[config.mk]
export PLATFORM = sky130hd
export DESIGN_NAME = modbus_read_request_framer_core
export DESIGN_NICKNAME = d
export VERILOG_FILES = /design/src/rtl/core/mrf_pkg.sv /design/src/rtl/core/modbus_read_request_framer_core.sv /design/src/rtl/core/mrf_cfg.sv /design/src/rtl/core/mrf_front.sv /design/src/rtl/core/mrf_queue.sv /design/src/rtl/core/mrf_back.sv
export SDC_FILE = /design/constraint.sdc
export NUM_CORES = 1
export LEC_CHECK = 0
export ABC_AREA = 1
export BUFFER_PORTS_ARGS = -buffer_cell sky130_fd_sc_hd__clkbuf_2
export CORE_ASPECT_RATIO = 1.2
export CORE_MARGIN = 4
export CORE_UTILIZATION = 45
export DETAILED_ROUTE_END_ITERATION = 7
export GPL_TIMING_DRIVEN = 0
export HOLD_SLACK_MARGIN = 0.1
export PLACE_DENSITY = 0.66
export RECOVER_POWER = 50
export SLEW_MARGIN = 20
export SYNTH_ARGS = -nofsm -noshare
export SYNTH_HDL_FRONTEND = slang
export SYNTH_SLANG_ARGS = --single-unit
[constraint.sdc]
create_clock -name clk_i -period 4.45 [get_ports clk_i]
set_input_delay 1.335 -clock clk_i [delete_from_list [all_inputs] [get_ports clk_i]]
set_output_delay 1.335 -clock clk_i [all_outputs]
set_load 0.02 [all_outputs]
[src/rtl/core/mrf_pkg.sv]
// Shared types, constants and the CRC-16 byte update for the Modbus read request framer.
// No dependencies; every module in rtl/core imports this package.
`timescale 1ns / 1ps
`default_nettype none

package mrf_pkg;

  localparam int unsigned FRAME_LENGTH = 8;
  localparam int unsigned HEADER_BYTES = 6;
  localparam int unsigned POS_W        = $clog2(FRAME_LENGTH);
  localparam int unsigned NEED_W       = 18;
  localparam int unsigned QUEUE_DEPTH  = 2;
  localparam int unsigned QPTR_W       = $clog2(QUEUE_DEPTH);
  localparam int unsigned QCNT_W       = $clog2(QUEUE_DEPTH + 1);

  localparam logic [15:0] CRC_INIT = 16'hFFFF;
  localparam logic [15:0] CRC_POLY = 16'hA001;

  localparam logic [POS_W-1:0] POS_CRC_LO = POS_W'(HEADER_BYTES);
  localparam logic [POS_W-1:0] POS_LAST   = POS_W'(FRAME_LENGTH - 1);

  typedef enum logic [2:0] {
    REG_SLAVE_ADDRESS  = 3'd0,
    REG_COMMAND_CODE   = 3'd1,
    REG_START_ADDRESS  = 3'd2,
    REG_TRANSFER_COUNT = 3'd3,
    REG_ITEM_WIDTH     = 3'd4
  } cfg_reg_e;

  typedef struct packed {
    logic [7:0]  slave_address;
    logic [7:0]  command_code;
    logic [15:0] start_address;
    logic [7:0]  transfer_count;
    logic [3:0]  item_width;
  } cfg_t;

  // classified request handed from front to back
  typedef struct packed {
    logic room_error;
  } q_entry_t;

  typedef struct packed {
    logic full;
    logic empty;
  } q_status_t;

  typedef struct packed {
    logic busy;
    logic [POS_W-1:0] pos;
  } back_status_t;

  function automatic logic [15:0] crc16_byte(input logic [15:0] crc_in,
                                             input logic [7:0]  data);
    logic [15:0] c;
    c = crc_in ^ {8'h00, data};
    for (int k = 0; k < 8; k++) begin
      c = c[0] ? ((c >> 1) ^ CRC_POLY) : (c >> 1);
    end
    return c;
  endfunction

endpackage

`default_nettype wire

[src/rtl/core/modbus_read_request_framer_core.sv]
// Top level of the Modbus RTU read request framer with CRC-16.
// Depends on mrf_pkg, mrf_cfg, mrf_front, mrf_queue and mrf_back.
`timescale 1ns / 1ps
`default_nettype none

// Each request item is checked against the buffer room (8 bytes, plus item_count
// times item_width for a write) and queued; a two-entry queue lets the input side
// keep accepting while a frame goes out. A short buffer gives one result item with
// room_error set. Otherwise eight items follow, one per cycle while the sink is
// ready: slave address, function code, start address high/low, 0x00, twice the
// transfer count, then the CRC-16 low and high bytes. The frame sequencer folds one
// header byte per cycle into the CRC while the sink is ready.
// Configuration writes are taken at any time and must come only while idle.
module modbus_read_request_framer_core (
  input  wire logic        clk_i,
  input  wire logic        rst_ni,
  input  wire logic        cfg_valid_i,
  output      logic        cfg_ready_o,
  input  wire logic [2:0]  cfg_index_i,
  input  wire logic [15:0] cfg_data_i,
  input  wire logic        in_valid_i,
  output      logic        in_ready_o,
  input  wire logic [15:0] buffer_room_i,
  input  wire logic        is_write_i,
  input  wire logic [12:0] item_count_i,
  output      logic        out_valid_o,
  input  wire logic        out_ready_i,
  output      logic [7:0]  frame_byte_o,
  output      logic        last_byte_o,
  output      logic        room_error_o
);
  import mrf_pkg::*;

  cfg_t         cfg;
  q_status_t    q_status;
  q_entry_t     push_entry, pop_entry;
  logic         push, pop;
  back_status_t back_status;

  mrf_cfg u_cfg (
    .clk_i       (clk_i),
    .rst_ni      (rst_ni),
    .cfg_valid_i (cfg_valid_i),
    .cfg_ready_o (cfg_ready_o),
    .cfg_index_i (cfg_index_i),
    .cfg_data_i  (cfg_data_i),
    .cfg_o       (cfg)
  );

  mrf_front u_front (
    .in_valid_i    (in_valid_i),
    .in_ready_o    (in_ready_o),
    .buffer_room_i (buffer_room_i),
    .is_write_i    (is_write_i),
    .item_count_i  (item_count_i),
    .cfg_i         (cfg),
    .q_status_i    (q_status),
    .push_o        (push),
    .push_entry_o  (push_entry)
  );

  mrf_queue u_queue (
    .clk_i        (clk_i),
    .rst_ni       (rst_ni),
    .push_i       (push),
    .push_entry_i (push_entry),
    .pop_i        (pop),
    .pop_entry_o  (pop_entry),
    .status_o     (q_status)
  );

  mrf_back u_back (
    .clk_i        (clk_i),
    .rst_ni       (rst_ni),
    .cfg_i        (cfg),
    .q_status_i   (q_status),
    .q_entry_i    (pop_entry),
    .pop_o        (pop),
    .status_o     (back_status),
    .out_valid_o  (out_valid_o),
    .out_ready_i  (out_ready_i),
    .frame_byte_o (frame_byte_o),
    .last_byte_o  (last_byte_o),
    .room_error_o (room_error_o)
  );

  // an error item is always the only item of its request
  a_err_is_last: assert property (@(posedge clk_i) disable iff (!rst_ni)
    (out_valid_o && room_error_o) |-> last_byte_o)
    else $error("error item without last_byte");

  // while a frame is in flight the output never carries an error item
  a_busy_no_err: assert property (@(posedge clk_i) disable iff (!rst_ni)
    (back_status.busy && out_valid_o) |-> !room_error_o)
    else $error("error item during frame");

  // a new request leaves the queue only between frames
  a_pop_idle: assert property (@(posedge clk_i) disable iff (!rst_ni)
    pop |-> (!back_status.busy && !q_status.empty))
    else $error("queue popped during frame");

  // the final frame byte ends the frame walk
  a_last_ends: assert property (@(posedge clk_i) disable iff (!rst_ni)
    (back_status.busy && back_status.pos == POS_LAST && (!out_valid_o || out_ready_i))
      |=> (!back_status.busy && out_valid_o && last_byte_o))
    else $error("frame did not end on last byte");

endmodule

`default_nettype wire

[src/rtl/core/mrf_cfg.sv]
// Configuration register file for the framer; write-only port, always ready.
// Depends on mrf_pkg.
`timescale 1ns / 1ps
`default_nettype none

module mrf_cfg (
  input  wire logic         clk_i,
  input  wire logic         rst_ni,
  input  wire logic         cfg_valid_i,
  output      logic         cfg_ready_o,
  input  wire logic [2:0]   cfg_index_i,
  input  wire logic [15:0]  cfg_data_i,
  output      mrf_pkg::cfg_t cfg_o
);
  import mrf_pkg::*;

  cfg_t cfg_q, cfg_d;

  assign cfg_ready_o = 1'b1;
  assign cfg_o       = cfg_q;

  always_comb begin
    cfg_d = cfg_q;
    if (cfg_valid_i) begin
      case (cfg_index_i)
        REG_SLAVE_ADDRESS:  cfg_d.slave_address  = cfg_data_i[7:0];
        REG_COMMAND_CODE:   cfg_d.command_code   = cfg_data_i[7:0];
        REG_START_ADDRESS:  cfg_d.start_address  = cfg_data_i;
        REG_TRANSFER_COUNT: cfg_d.transfer_count = cfg_data_i[7:0];
        REG_ITEM_WIDTH:     cfg_d.item_width     = cfg_data_i[3:0];
        default: ;  // unknown index: ignored
      endcase
    end
  end

  always_ff @(posedge clk_i or negedge rst_ni) begin
    if (!rst_ni) begin
      cfg_q.slave_address  <= 8'd1;
      cfg_q.command_code   <= 8'd3;
      cfg_q.start_address  <= 16'd0;
      cfg_q.transfer_count <= 8'd1;
      cfg_q.item_width     <= 4'd2;
    end else begin
      cfg_q <= cfg_d;
    end
  end

endmodule

`default_nettype wire

[src/rtl/core/mrf_front.sv]
// Front end: accepts request items and classifies them by the buffer room check.
// Depends on mrf_pkg; pushes into mrf_queue.
`timescale 1ns / 1ps
`default_nettype none

module mrf_front (
  input  wire logic               in_valid_i,
  output      logic               in_ready_o,
  input  wire logic [15:0]        buffer_room_i,
  input  wire logic               is_write_i,
  input  wire logic [12:0]        item_count_i,
  input  wire mrf_pkg::cfg_t      cfg_i,
  input  wire mrf_pkg::q_status_t q_status_i,
  output      logic               push_o,
  output      mrf_pkg::q_entry_t  push_entry_o
);
  import mrf_pkg::*;

  logic [16:0]       payload;
  logic [NEED_W-1:0] need;

  assign payload = 17'(cfg_i.item_width) * 17'(item_count_i);
  assign need    = NEED_W'(FRAME_LENGTH) + (is_write_i ? NEED_W'(payload) : '0);

  assign in_ready_o              = !q_status_i.full;
  assign push_o                  = in_valid_i && in_ready_o;
  assign push_entry_o.room_error = NEED_W'(buffer_room_i) < need;

endmodule

`default_nettype wire

[src/rtl/core/mrf_queue.sv]
// Short FIFO of classified requests between the front end and the frame sequencer.
// Depends on mrf_pkg.
`timescale 1ns / 1ps
`default_nettype none

module mrf_queue (
  input  wire logic              clk_i,
  input  wire logic              rst_ni,
  input  wire logic              push_i,
  input  wire mrf_pkg::q_entry_t push_entry_i,
  input  wire logic              pop_i,
  output      mrf_pkg::q_entry_t pop_entry_o,
  output      mrf_pkg::q_status_t status_o
);
  import mrf_pkg::*;

  q_entry_t          mem_q [QUEUE_DEPTH];
  logic [QPTR_W-1:0] wr_ptr_q, rd_ptr_q;
  logic [QCNT_W-1:0] count_q;

  assign pop_entry_o    = mem_q[rd_ptr_q];
  assign status_o.full  = count_q == QCNT_W'(QUEUE_DEPTH);
  assign status_o.empty = count_q == '0;

  always_ff @(posedge clk_i) begin
    if (push_i) begin
      mem_q[wr_ptr_q] <= push_entry_i;
    end
  end

  always_ff @(posedge clk_i or negedge rst_ni) begin
    if (!rst_ni) begin
      wr_ptr_q <= '0;
      rd_ptr_q <= '0;
      count_q  <= '0;
    end else begin
      if (push_i) begin
        wr_ptr_q <= (wr_ptr_q == QPTR_W'(QUEUE_DEPTH - 1)) ? '0 : wr_ptr_q + 1'b1;
      end
      if (pop_i) begin
        rd_ptr_q <= (rd_ptr_q == QPTR_W'(QUEUE_DEPTH - 1)) ? '0 : rd_ptr_q + 1'b1;
      end
      count_q <= count_q + QCNT_W'(push_i) - QCNT_W'(pop_i);
    end
  end

endmodule

`default_nettype wire

[src/rtl/core/mrf_back.sv]
// Back end: walks a frame a byte per cycle unless stalled, folds the header
// into the CRC, drives the registered result channel. Depends on mrf_pkg.
`timescale 1ns / 1ps
`default_nettype none

module mrf_back (
  input  wire logic                 clk_i,
  input  wire logic                 rst_ni,
  input  wire mrf_pkg::cfg_t        cfg_i,
  input  wire mrf_pkg::q_status_t   q_status_i,
  input  wire mrf_pkg::q_entry_t    q_entry_i,
  output      logic                 pop_o,
  output      mrf_pkg::back_status_t status_o,
  output      logic                 out_valid_o,
  input  wire logic                 out_ready_i,
  output      logic [7:0]           frame_byte_o,
  output      logic                 last_byte_o,
  output      logic                 room_error_o
);
  import mrf_pkg::*;

  logic             busy_q, busy_d;
  logic [POS_W-1:0] pos_q, pos_d;
  logic [15:0]      crc_q, crc_d;
  logic             out_valid_q, out_valid_d;
  logic [7:0]       byte_q, byte_d;
  logic             last_q, last_d;
  logic             err_q, err_d;

  logic [7:0] hdr [HEADER_BYTES];
  logic       load_ok;
  logic [7:0] cur_byte;

  always_comb begin
    hdr[0] = cfg_i.slave_address;
    hdr[1] = cfg_i.command_code;
    hdr[2] = cfg_i.start_address[15:8];
    hdr[3] = cfg_i.start_address[7:0];
    hdr[4] = 8'h00;
    hdr[5] = {cfg_i.transfer_count[6:0], 1'b0};
  end

  // output slot is free or being emptied this cycle
  assign load_ok = !out_valid_q || out_ready_i;
  assign pop_o   = !busy_q && !q_status_i.empty && load_ok;

  always_comb begin
    if (pos_q < POS_CRC_LO) begin
      cur_byte = hdr[pos_q];
    end else if (pos_q == POS_CRC_LO) begin
      cur_byte = crc_q[7:0];
    end else begin
      cur_byte = crc_q[15:8];
    end
  end

  always_comb begin
    busy_d      = busy_q;
    pos_d       = pos_q;
    crc_d       = crc_q;
    out_valid_d = out_valid_q && !out_ready_i;
    byte_d      = byte_q;
    last_d      = last_q;
    err_d       = err_q;
    if (pop_o) begin
      out_valid_d = 1'b1;
      if (q_entry_i.room_error) begin
        byte_d = 8'h00;
        last_d = 1'b1;
        err_d  = 1'b1;
      end else begin
        byte_d = hdr[0];
        last_d = 1'b0;
        err_d  = 1'b0;
        crc_d  = crc16_byte(CRC_INIT, hdr[0]);
        pos_d  = POS_W'(1);
        busy_d = 1'b1;
      end
    end else if (busy_q && load_ok) begin
      out_valid_d = 1'b1;
      byte_d      = cur_byte;
      last_d      = pos_q == POS_LAST;
      err_d       = 1'b0;
      if (pos_q < POS_CRC_LO) begin
        crc_d = crc16_byte(crc_q, cur_byte);
      end
      if (pos_q == POS_LAST) begin
        busy_d = 1'b0;
        pos_d  = '0;
      end else begin
        pos_d = pos_q + 1'b1;
      end
    end
  end

  always_ff @(posedge clk_i or negedge rst_ni) begin
    if (!rst_ni) begin
      busy_q      <= 1'b0;
      pos_q       <= '0;
      crc_q       <= CRC_INIT;
      out_valid_q <= 1'b0;
    end else begin
      busy_q      <= busy_d;
      pos_q       <= pos_d;
      crc_q       <= crc_d;
      out_valid_q <= out_valid_d;
    end
  end

  always_ff @(posedge clk_i) begin
    byte_q <= byte_d;
    last_q <= last_d;
    err_q  <= err_d;
  end

  assign status_o.busy = busy_q;
  assign status_o.pos  = pos_q;
  assign out_valid_o   = out_valid_q;
  assign frame_byte_o  = byte_q;
  assign last_byte_o   = last_q;
  assign room_error_o  = err_q;

endmodule

`default_nettype wire

After elaboration in Yosys (flattened, before gate mapping) --
Memories as Yosys holds them, arrays and structs flattened. Cells that the tools add are included.
Cells by class: $add $sub $neg 6, $mul 1, order comparisons 3, eq/ne operators 8, multiplexer cells 48, bitwise logic cells 19, reductions and logical operators 24
Operators by type and width (number):
- 16-bit 2-to-1 mux | 20
- 8-bit 2-to-1 mux | 7
- 2-bit NOT with 3-bit output | 16
- 8-bit binary-select mux with 3-bit select | 1
- 4-bit by 18-bit adder with 18-bit output, first input constant | 1
- 16-bit by 18-bit < comparator with 1-bit output | 1
- 4-bit by 13-bit multiplier with 17-bit output | 1
- 17-bit 2-to-1 mux | 1
- 8-bit NOT with 16-bit output | 1
- 16-bit by 8-bit bitwise XOR with 16-bit output | 1
- 1-bit 2-to-1 mux | 15
- 3-bit 2-to-1 mux | 4
- 2-bit AND reduction | 6
- 3-bit equality test, second input constant | 3
- 3-bit by 2-bit equality test with 1-bit output, second input constant | 2
- 3-bit AND reduction | 2
- 2-bit nonzero test | 3
- 1-bit logical AND | 5
- 1-bit logical NOT | 5
- 4-bit greater-or-equal comparator, second input constant | 1
- 3-bit NOT with 4-bit output | 1
- 3-bit by 1-bit adder with 3-bit output, second input constant | 1
- 3-bit by 1-bit equality test with 1-bit output, second input constant | 1
- 3-bit logical NOT | 1
- other kinds (8) | 9
Storage, ports and cells: register bits 78, memory bits (writable) 2, input port bits 54, output and inout port bits 13, logic and storage cells 125, memories 1
Memory list:
- u_queue.mem_q | words 2, width 1, read ports 1, clocked after Yosys merged registers in 0, wr ports 1, line mrf_queue.sv:17 | q_entry_t mem_q [QUEUE_DEPTH];

Longest topological paths before layout --
Gate-level depths: netlist (run 1).
depth after elaboration 25, depth in mapped cells 30

Modules after synthesis --
Synthesis (run 1) repeated with hierarchy kept, for this count alone.
Unflattened totals: cell total of the unflattened synthesis 1079, area total of the unflattened synthesis 7348.3 sq um
Modules (own cells, without submodules):
- mrf_front | times used 1, cells each 456, area each 2710.1 sq um, seq. area each 0.0 sq um
- mrf_back | times used 1, cells each 390, area each 2558.7 sq um, seq. area each 845.8 sq um
- mrf_cfg | times used 1, cells each 203, area each 1796.7 sq um, seq. area each 1107.3 sq um
- mrf_queue | times used 1, cells each 30, area each 282.8 sq um, seq. area each 160.2 sq um

Worst setup path before layout (run 1) --
OpenSTA, ideal clock, no wires.
kind input-to-reg, from in item_count_i[0], to mem u_queue.mem_q[0] in the netlist's numbering (data pin), setup time 0.271 ns, data arrival time 5.151 ns, data required time 4.179 ns, setup slack -0.972 ns, cell stages on the path 24, path through nand2_1 -> fa_1 -> fa_1 -> inv_1 -> fa_1 -> nand3_1 -> nand3_1 -> nand2_1 -> nand2_1 -> a21oi_1 -> nor2_1 -> nor3_1 -> inv_1 -> nor3_1 -> nand4_1 -> xor2_1 -> ha_1 -> inv_1 -> nor3_1 -> a211oi_1 -> o21ai_0 -> nand3_1 -> nand3_1 -> nand4_1
Between the ends: longest elaborated chain between the ends 4
RTL lines:
- from (decl) | line modbus_read_request_framer_core.sv:25 | input wire logic [12:0] item_count_i,
- 4-bit by 13-bit multiplier with 17-bit output | line mrf_front.sv:22 | assign payload = 17'(cfg_i.item_width) * 17'(item_count_i);
- 17-bit 2-to-1 mux | line mrf_front.sv:23 | assign need = NEED_W'(FRAME_LENGTH) + (is_write_i ? NEED_W'(payload) : '0);
- 4-bit by 18-bit adder with 18-bit output | line mrf_front.sv:23
- 16-bit by 18-bit < comparator with 1-bit output | line mrf_front.sv:27 | assign push_entry_o.room_error = NEED_W'(buffer_room_i) < need;
- net push_entry | line modbus_read_request_framer_core.sv:36 | q_entry_t push_entry, pop_entry;
- to (decl) | line mrf_queue.sv:17
The timed path passes the listed nets, and every way through them passes these cells.

Worst setup path in the final report (run 1) --
from in item_count_i[1], to mem u_queue.mem_q[1] in the netlist's numbering (data pin)
The elaborated chain is that of the path after synthesis.

==> metrics.yaml, run 1 <==
timing:
  fin_crit_ns: 5.44
  finalHoldViolCount: 0
  slew_violations: 0
  post-route-period-util: 1.22
  finalSetupViolCount: 2
  rsz0062_at_grt: "yes"
  fin_skew_ns: 0.00617
  slew_headroom: 0.00812
  worst_pin_slew_ns: 1.49
  timing.final.ws_setup_ns: -0.985
  max_freq_ghz: 0.184
drt:
  ant_nets: 0
  drt_iter0_drc: 295
  met3_length_um: 637
  wl_met1_um: 7150
  wl_per_cell_um: 14.2
  wl_um: 18200
  drcViolationCount: 0
  route.met2.wl_um: 9650
  first_pass_iters: 7
  avgViaCountPerCell: 5.02
  vias: 6409
  highest_layer: "met4"
place:
  routabilityCongestion: 0.916
  numPortBuffers: 65
  pre_cts_ws_ns: -1.55
  hpwl_um: 14100
global_route:
  groute.usage.overall: 0.221
  antenna_found_initial: 0
  grt_pass1_wl_um: 29800
  grt_max_degree: 44
  first_global_vias: 6397
  overflow: 0
pwr:
  p_leak_nw: 4.41
  p_per_area_nw_per_um2: 618
  pwr-share-comb: 0.594
  p_clk_frac: 0.155
  vdd_drop_max_uv: 244
  p_seq_frac: 0.251
  netSwitchingFraction: 0.480
  intPower_mw: 2.61
  p_sw_mw: 2.40
cts:
  cts_root_buf: "clkbuf_16"
  htree_num_levels: 3
  clk_transition_reported_paths_ns: 0.06
  clock_sinks: 80
  cts_buffers: 9
  clk_latency_ns: 0.35
  cts_buffer_depth: 2
  cts_tree: "done"
  holdBufCountCts: 0
synthesis:
  yosys_register_bits: 80
  synth_async_sr_flop_share: 0.850
  syn_area_um2: 6680
  synthFlopType: "dfrtp_1"
  syn_area_per_cell_um2: 6.93
  synthDistinctLibCells: 42
  synth_edf_count: 12
  synthCells: 964
  syn_nets: 1082
  yosysWarnings: 0
  yosysSeqAreaShare: 0.312
die:
  num_io_pins: 67
  core_region_area_um2: 14500
  die_x_um: 119
  die-area_um2: 16900
  initial_utilization: 0.462
  num_rows: 48
  die_height_um: 142
critical_path:
  cp_max_fo: 4
  cp_data_arrival_time_ns: 5.50
  end_kind: "flip-flop"
  cp.required_ns: 4.51
  path_class: "in -> reg"
  critPathLaunchType: "input port"
flow_run:
  cap_violations: 1
status:
  violations: "max-capacitance violations, negative setup slack"
  status: "finished with violations"
layout:
  syn_to_final_growth_pct: 21.2
  drive_above_1_share: 0.194
  final_core_util: 0.560
  diodes: 0
  fin_nets: 1190
min_path:
  hold_path_class: "reg -> reg"
## repair_timing
item,in CTS,in global routing
pin swaps,26,12
resized for setup,25,17
setup buffers,30,1
setup endpoints to repair,2,2
## sequential cells by signal, summed over array words and instances, names as in the netlist
register             flops
u_queue.count_q          2
u_queue.mem_q            2
u_back.out_valid_o       1
u_back.crc_q            16
u_back.busy_q            1
u_queue.wr_ptr_q         1
u_back.room_error_o      1
u_queue.rd_ptr_q         1
u_cfg.cfg_o             43
u_back.last_byte_o       1
u_back.frame_byte_o      8
u_back.pos_q             3
## layer usage
metal	track usage	vias up
met5	0	-
met4	0.104	0
met3	0.0263	53
met2	0.425	150
met1	0.239	2962
li1	-	3244
## final cells by class
| type | count | area [um2] |
|---|---|---|
| Timing Repair Buffer | 97 | 597 |
| Multi-Input combinational cell | 681 | 4080 |
| Clock buffer | 12 | 289 |
| Sequential cell | 80 | 2090 |
| Fill cell | 1413 | 6370 |
| Tap cell | 200 | 250 |
| Clock inverter | 4 | 31.3 |
| Inverter | 179 | 672 |
| Buffer | 24 | 101 |
## cells in the mapped netlist, types with 2 or more instances
cell type  count  area (um2)
nand4_1        9        56.3
inv_1        168         631
nand3_1       71         355
dfstp_2       21         552
o21bai_1       3        22.5
xnor2_1       11        96.3
ha_1          42         526
xor2_1        18         158
a21o_1         2        15.0
dfrtp_1       47        1180
a31oi_1        6        37.5
o21ai_0       77         385
edfxtp_1      12         360
a21oi_1       32         160
inv_2         10        37.5
nor3_1         9        45.0
nand2_1      293        1100
buf_2          6        30.0
clkbuf_1      15        56.3
buf_1          2        7.51
o211ai_1       2        15.0
fa_1          22         440
o21ai_1        2        10.0
mux2_2         3        33.8
nor2_1        60         225
nand3b_1       3        22.5
or2_2          3        18.8
## worst paths after layout
kind | startpoint | endpoint | slack, ns | depth (start not counted)
setup / recovery | item_count_i[1] | u_queue.mem_q[1]$_DFFE_PP_ | -0.99 | 27
setup reg to reg | u_cfg.cfg_o[1]$_DFFE_PN1P_ | u_queue.mem_q[1]$_DFFE_PP_ | -0.90 | 27
hold / removal | u_cfg.cfg_o[18]$_DFFE_PN0P_ | u_cfg.cfg_o[18]$_DFFE_PN0P_ | 0.48 | 2
min in group asynchronous | rst_ni | u_queue.rd_ptr_q$_DFFE_PN0P_ | 1.35 | 1
max in group asynchronous | rst_ni | u_cfg.cfg_o[34]$_DFFE_PN0P_ | 1.37 | 2
hold reg to reg | u_cfg.cfg_o[18]$_DFFE_PN0P_ | u_cfg.cfg_o[18]$_DFFE_PN0P_ | 0.48 | 2
## layout by cell type (no fill, tap or decap), types with 3 or more instances in the layout
cell type,netlist,routed
inv_1,168,156
o21ai_0,77,74
edfxtp_1,12,12
nand3_4,0,4
mux2_2,3,3
dfrtp_1,47,47
clkbuf_1,15,18
ha_4,0,6
xnor2_1,11,11
nor3_2,1,6
clkbuf_2,0,60
nand3b_1,3,3
nand2_2,1,10
a31oi_1,6,6
nand3_1,71,66
o21bai_1,3,3
fa_1,22,21
buf_2,6,6
clkbuf_16,0,12
or2_2,3,3
clkbuf_8,0,3
nand2_1,293,282
nor2_2,1,5
a21oi_1,32,29
buf_4,1,32
dfstp_2,21,21
xor2_1,18,18
nor2_1,60,56
inv_2,10,22
ha_1,42,35
o21ai_1,2,4
nand4_1,9,9
## power by group through the flow
stage,Combinational (mW),Clock (mW),Sequential [mW]
6_report,2.98,0.777,1.26
5_1_grt,3.42,0.814,1.29
4_1_cts,2.92,0.781,1.26
3_5_place_dp,2.81,0,1.27
3_3_place_gp,2.77,0,1.26
2_1_floorplan,2.07,0,1.28
## kinds of logic after synthesis
kind of cell,Yosys count,synth area share
simple gates,451,0.276
fa+ha+maj,64,0.145
buf+inv,203,0.116
flops,80,0.312
other cells,1,0.000561
mux,3,0.00505
compound gates,133,0.108
xor+xnor,29,0.0380
## per-stage QoR
step / cell area [um2] / hold slack [ns] / cells / total power [mW] / TNS [ns]
final: 8100 / 0.484 / 1277 / 5.01 / -1.97
after floorplan: 6800 / 0.448 / 964 / 3.35 / -1.55
after CTS: 8050 / 0.490 / 1276 / 4.96 / -1.73
after detailed placement: 7400 / 0.475 / 1230 / 4.08 / -3.09
after global routing: 8100 / 0.501 / 1277 / 5.52 / -2.48
after global placement: 7380 / 0.467 / 1229 / 4.03 / -3.07
## critical path, stage by stage
cell and delay, ns:
clkbuf_16 0.12, nand2_4 0.05, fa_1 0.53, fa_1 0.59, inv_2 0.05, fa_2 0.37
nand3_4 0.08, nand3_4 0.07, nand2_2 0.08, nand2_2 0.06, a21oi_2 0.12, nor2_1 0.06
nor3_2 0.25, nand2_1 0.16, buf_4 0.16, buf_4 0.13, buf_4 0.13, buf_4 0.13
buf_4 0.12, buf_4 0.12, buf_4 0.12, buf_4 0.12, buf_4 0.12, nor2_1 0.13
nand3_1 0.09, nand2_1 0.06, nand4_1 0.14
(Power assumes the default switching activity.)
==> inputs of run 2 (changes only) <==
- CAP_MARGIN: not set -> 20
- GPL_TIMING_DRIVEN: 0 -> not set
==> run 2 against run 1 <==
The run ends with max-capacitance violations, max-slew violations, negative setup slack left. Clock power rose by 4.9%. Via count grew 2.3%. Largest cell class unchanged. Register-to-register slack better by 0.49 ns. Global-route usage increased by 0.083 points. Critical endpoint is now u_queue.mem_q[0]$_DFFE_PP_. Total power grew 6.0%. Sequential cell count unchanged. Wire length down 2.1%. Final cell count is 4.2% higher. Largest power group unchanged.
==> metrics.yaml, run 2 (synthesis results as in run 1) <==
flow_run:
  cap_violations: 1  # unchanged
layout:
  drive_above_1_share: 0.253  # was 0.194
  fin_area_um2: 8580  # was 8100 um2
  largest_reg_flops: 43  # unchanged
  syn_to_final_growth_pct: 28.3  # was 21.2%
  n_fill_cell: 1386  # was 1,413
  final_common_cell: "nand2_1"  # unchanged
  seq_area_um2: 2090  # unchanged
  multiInputGateArea_um2: 4080  # about the same
  diodes: 0  # unchanged
  layout_common_cells: "nand2_1 (279), inv_1 (155), buf_4 (106)"  # was nand2_1 (282), inv_1 (156), o21ai_0 (74)
  fin_nets: 1243  # was 1,190
  final_core_util: 0.593  # was 0.560
place:
  pre_cts_ws_ns: -1.20  # was -1.55 ns
  placed_area_um2: 7920  # was 7400 um2
  numPortBuffers: 65  # unchanged
  hpwl_um: 13900  # was 14,100 um
  routabilityCongestion: 0.914  # was 0.916
global_route:
  grt_max_degree: 69  # was 44
  grt_pass1_wl_um: 30600  # was 29,800 um
  overflow: 0  # unchanged
  first_global_vias: 6697  # was 6,397
  antenna_found_initial: 0  # unchanged
  groute.usage.overall: 0.222  # was 0.221
timing:
  timing.hold.ws_ns: 0.480  # was 0.484 ns
  slew_violations: 69  # was 0
  finalHoldViolCount: 0  # unchanged
  fin_crit_ns: 5.30  # was 5.44 ns
  timing.final.ws_setup_ns: -0.854  # was -0.985 ns
  rsz0062_at_grt: "yes"  # unchanged
  post-route-period-util: 1.19  # was 1.22
  worst_pin_slew_ns: 1.68  # was 1.49 ns
  slew_headroom: -0.122  # was 0.00812
  finalSetupViolCount: 2  # unchanged
  fin_skew_ns: 0.00608  # was 0.00617 ns
  max_freq_ghz: 0.189  # was 0.184 GHz
cts:
  cts_buffers: 9  # unchanged
  cts_root_buf: "clkbuf_16"  # unchanged
  clock_sinks: 80  # unchanged
  cts_tree: "done"  # unchanged
  cts_buffer_depth: 2  # unchanged
  clk_latency_ns: 0.35  # about the same
  htree_num_levels: 3  # unchanged
  clk_transition_reported_paths_ns: 0.06  # about the same
pwr:
  vdd_drop_max_uv: 288  # was 244 uV
  power_mw: 5.31  # was 5.01 mW
  p_leak_nw: 4.74  # was 4.41 nW
  p_per_area_nw_per_um2: 620  # was 618 nW/um2
min_path:
  hold_path_class: "reg -> reg"  # unchanged
status:
  status: "finished with violations"  # unchanged
  violations: "max-capacitance violations, max-slew violations, negative setup slack"  # was max-capacitance violations, negative setup slack
die:
  die_height_um: 142  # unchanged
  die_x_um: 119  # unchanged
  initial_utilization: 0.462  # unchanged
  core_region_area_um2: 14500  # unchanged
  die-area_um2: 16900  # unchanged
  num_rows: 48  # unchanged
  num_io_pins: 67  # unchanged
drt:
  first_pass_iters: 5  # was 7
  ant_nets: 0  # unchanged
  drt_iter0_drc: 290  # was 295
  drcViolationCount: 0  # unchanged
  wl_per_cell_um: 13.4  # was 14.2 um
  wl_um: 17800  # was 18,200 um
  vias: 6556  # was 6,409
  avgViaCountPerCell: 4.93  # was 5.02
critical_path:
  critPathLaunchType: "input port"  # unchanged
  end_kind: "flip-flop"  # unchanged
  critPathMaxStageDelay_ns: 0.53  # was 0.59 ns
  cp_max_fo: 4  # unchanged
  cp_top_family: "adder cells"  # unchanged
  path_class: "in -> reg"  # unchanged
  cp.required_ns: 4.52  # was 4.51 ns
  cp_data_arrival_time_ns: 5.37  # was 5.50 ns
  worst-path-buf-inv: 3  # was 11
  worstPathCellList: "clkbuf_8 -> nand2_4 -> fa_1 -> fa_1 -> inv_2 -> fa_2 -> buf_4 -> xnor2_4 -> nor2_2 -> ha_2 -> nand4_1 -> nor2_2 -> nand2_2 -> nor2_2 -> xnor2_1 -> ha_1 -> nand4_1 -> o311a_1 -> o21ai_1 -> nand3_1 -> nand3_1 -> nand4_1"
  cpMaxStageDelayCell: "fa_1"  # unchanged
[run 2: changes by cell type in the layout (fill, tap and decap cells not counted), sizes merged]
cell and change:
buf +68, bufinv +2, clkbuf -18, clkinv -3, inv +4
[run 2: report_power, final]
part	total (mW)	internal, mW	leakage, nW	switching (mW)
logic	3.20	1.28	3.67	1.92
registers	1.30	1.09	0.910	0.210
clock network	0.815	0.498	0.162	0.317
total	5.31	2.87	4.74	2.45
[run 2: repair_timing]
action | CTS | global route
endpoints found under the hold margin | 0 | 0
setup endpoints to repair | 2 | 2
pin swaps | 26 | 14
hold buffers | 0 | 0
gates resized for setup | 22 | 22
setup buffers | 20 | 3
[run 2: per-stage QoR]
step                      instances  TNS (ns)
after floorplan                 964     -1.55
after global placement         1291     -2.23
after detailed placement       1291     -2.40
after CTS                      1327     -1.44
after global routing           1330     -2.22
final                          1330     -1.71
[run 2: area by class of cell]
class / count / area share
multi-input cells: 681 / 0.475
clock inverters: 7 / 0.0115
well taps: 200 / 0.0292
clock buffers: 9 / 0.0263
repair buffers: 174 / 0.136
flip-flops and latches: 80 / 0.243
inverters: 179 / 0.0783
[run 2: final timing paths]
path / from / slack [ns] / cells after the start / to
min: u_cfg.cfg_o[19]$_DFFE_PN0P_ / 0.48 / 2 / u_cfg.cfg_o[19]$_DFFE_PN0P_
max reg2reg: u_cfg.cfg_o[3]$_DFFE_PN0P_ / -0.41 / 21 / u_queue.mem_q[0]$_DFFE_PP_
min in group asynchronous: rst_ni / 1.51 / 2 / u_cfg.cfg_o[14]$_DFFE_PN0P_
max in group asynchronous: rst_ni / 1.93 / 2 / u_queue.wr_ptr_q$_DFFE_PN0P_
min reg2reg: u_cfg.cfg_o[19]$_DFFE_PN0P_ / 0.48 / 2 / u_cfg.cfg_o[19]$_DFFE_PN0P_
max: item_count_i[2] / -0.85 / 22 / u_queue.mem_q[0]$_DFFE_PP_
[run 2: routing by layer]
metal,track usage,wire [um],part of all wire
met5,0,0,0
met3,0.0319,543,0.031
met2,0.424,9590,0.54
met4,0.0842,491,0.028
met1,0.247,7150,0.40
[run 2: worst reg2reg max path, cell delays in order, from the launching register on]
cell and delay [ns]:
dfrtp_1 0.58, nand2_1 0.15, fa_1 0.47, fa_1 0.53, inv_2 0.05, fa_2 0.39, buf_4 0.16, xnor2_4 0.14
nor2_2 0.12, ha_2 0.20, nand4_1 0.13, nor2_2 0.15, nand2_2 0.08, nor2_2 0.15, xnor2_1 0.10, ha_1 0.30
nand4_1 0.11, o311a_1 0.36, o21ai_1 0.13, nand3_1 0.09, nand3_1 0.07, nand4_1 0.11
==> inputs of run 3 (changes only) <==
- clock period: 4.45 -> 4.5 ns (I/O delays scaled with it)
==> run 3 against run 2 <==
The run still ends with max-capacitance violations, max-slew violations, negative setup slack left. Wire length down 0.36%. Final cell count about the same. Global-route usage decreased by 0.16 points. Combinational power decreased by 3%. Utilization shrank 0.75 points. Clock skew up 0.0024 ns. Die area unchanged. Clock power fell by 15%. Total power shrank 4.5%. Sequential cell count unchanged. Largest cell class unchanged.
==> metrics.yaml, run 3 (synthesis results as in run 1) <==
critical_path:
  cp_top_family: "adder cells"  # unchanged
  critPathLaunchType: "input port"  # unchanged
  path_common_cell: "nand4_1"
  critPathMaxStageDelay_ns: 0.52  # was 0.53 ns
  cp_max_fo: 4  # unchanged
  end_kind: "flip-flop"  # unchanged
  path_class: "in -> reg"  # unchanged
  cp_data_arrival_time_ns: 5.41  # was 5.37 ns
  cpMaxStageDelayCell: "fa_1"  # unchanged
  worst-path-buf-inv: 6  # was 3
  cp.required_ns: 4.56  # was 4.52 ns
timing:
  worst_pin_slew_ns: 1.53  # was 1.68 ns
  rsz0062_at_grt: "yes"  # unchanged
  fin_crit_ns: 5.35
  setup-tns-final_ns: -1.69  # was -1.71 ns
  post-route-period-util: 1.19
  fin_skew_ns: 0.00851  # was 0.00608 ns
  finalHoldViolCount: 0  # unchanged
  slew_headroom: -0.0213  # was -0.122
  timing.final.ws_setup_ns: -0.847  # was -0.854 ns
  finalSetupViolCount: 2  # unchanged
  slew_violations: 27  # was 69
  timing.hold.ws_ns: 0.476  # was 0.480 ns
  max_freq_ghz: 0.187
status:
  violations: "max-capacitance violations, max-slew violations, negative setup slack"  # unchanged
  status: "finished with violations"  # unchanged
place:
  pre_cts_ws_ns: -1.19  # was -1.20 ns
  placed_area_um2: 7940  # was 7920 um2
  place_inst: 1291  # unchanged
  routabilityCongestion: 0.905  # was 0.914
  numPortBuffers: 65  # unchanged
  hpwl_um: 13900  # about the same
layout:
  final_core_util: 0.585  # was 0.593
  instances_no_fill: 1329  # was 1,330
  fin_nets: 1242  # was 1,243
  diodes: 0  # unchanged
  layout_common_cells: "nand2_1 (284), inv_1 (152), buf_4 (107)"  # was nand2_1 (279), inv_1 (155), buf_4 (106)
  largest_reg_flops: 43  # unchanged
  final_common_cell: "nand2_1"  # unchanged
  drive_above_1_share: 0.243  # was 0.253
  syn_to_final_growth_pct: 26.7  # was 28.3%
  fin_area_um2: 8470  # was 8580 um2
cts:
  clock_sinks: 80  # unchanged
  holdBufCountCts: 0  # unchanged
  cts_tree: "done"  # unchanged
  clk_latency_ns: 0.34  # was 0.35 ns
  cts_buffer_depth: 2  # unchanged
  cts_buffers: 9  # unchanged
  cts_root_buf: "clkbuf_16"  # unchanged
  htree_num_levels: 3  # unchanged
  clk_transition_reported_paths_ns: 0.06  # about the same
flow_run:
  cap_violations: 1  # unchanged
global_route:
  groute.usage.overall: 0.220  # was 0.222
  antenna_found_initial: 0  # unchanged
  overflow: 0  # unchanged
  grt_pass1_wl_um: 30600  # about the same
  first_global_vias: 6558  # was 6,697
  grt_max_degree: 44  # was 69
drt:
  avgViaCountPerCell: 4.91  # was 4.93
  drcViolationCount: 0  # unchanged
  ant_nets: 0  # unchanged
  drt_iter0_drc: 366  # was 290
  vias: 6525  # was 6,556
  first_pass_iters: 5  # unchanged
  wl_um: 17700  # was 17,800 um
  wl_per_cell_um: 13.3  # was 13.4 um
die:
  die-area_um2: 16900  # unchanged
  die_x_um: 119  # unchanged
  num_rows: 48  # unchanged
  num_io_pins: 67  # unchanged
  initial_utilization: 0.462  # unchanged
  die_height_um: 142  # unchanged
  core_region_area_um2: 14500  # unchanged
min_path:
  hold_path_class: "reg -> reg"  # unchanged
pwr:
  power_mw: 5.08  # was 5.31 mW
  vdd_drop_max_uv: 232  # was 288 uV
  p_leak_nw: 4.68  # was 4.74 nW
  p_per_area_nw_per_um2: 599  # was 620 nW/um2
==> run 3: power breakdown <==
| part | switching, mW | internal (mW) |
|---|---|---|
| Clock | 0.302 | 0.394 |
| Sequential | 0.192 | 1.08 |
| Combinational | 1.87 | 1.24 |
| Total | 2.36 | 2.71 |
==> run 3: routing by layer <==
layer | global-route usage | vias to the layer above | routed length (um)
met5 | 0 | - | 0
met4 | 0.0647 | 0 | 378
met3 | 0.0195 | 30 | 482
met2 | 0.424 | 117 | 9640
met1 | 0.258 | 3037 | 7210
li1 | - | 3341 | -
==> run 3: cell type report <==
class | instances | area, um2
Clock buffer | 11 | 243
Clock inverter | 5 | 42.5
Fill cell | 1391 | 6000
Inverter | 179 | 677
Multi-Input combinational cell | 681 | 4010
Sequential cell | 80 | 2090
Tap cell | 200 | 250
Timing Repair Buffer | 173 | 1160
==> run 3: what timing repair did <==
action,4_1_cts,5_1_grt
endpoints found under the setup margin,2,2
setup buffers,18,4
resized for setup,18,19
pin swaps,28,18
==> run 3: tightest hold or removal path, stage by stage, from the launching register on <==
cell     delay (ns)
dfrtp_1        0.34
nand2_1        0.05
o21ai_0        0.05
==> run 3: path summary, 6_finish.rpt <==
check | slack (ns) | cells after the start | endpoint | start
setup / recovery | -0.85 | 27 | u_queue.mem_q[1]$_DFFE_PP_ | item_count_i[1]
hold / removal | 0.48 | 2 | u_cfg.cfg_o[19]$_DFFE_PN0P_ | u_cfg.cfg_o[19]$_DFFE_PN0P_
setup reg to reg | -0.34 | 23 | u_queue.mem_q[1]$_DFFE_PP_ | u_cfg.cfg_o[3]$_DFFE_PN0P_
hold reg to reg | 0.48 | 2 | u_cfg.cfg_o[19]$_DFFE_PN0P_ | u_cfg.cfg_o[19]$_DFFE_PN0P_
max in group asynchronous | 1.35 | 2 | u_cfg.cfg_o[10]$_DFFE_PN0P_ | rst_ni
min in group asynchronous | 1.38 | 1 | u_cfg.cfg_o[24]$_DFFE_PN0P_ | rst_ni
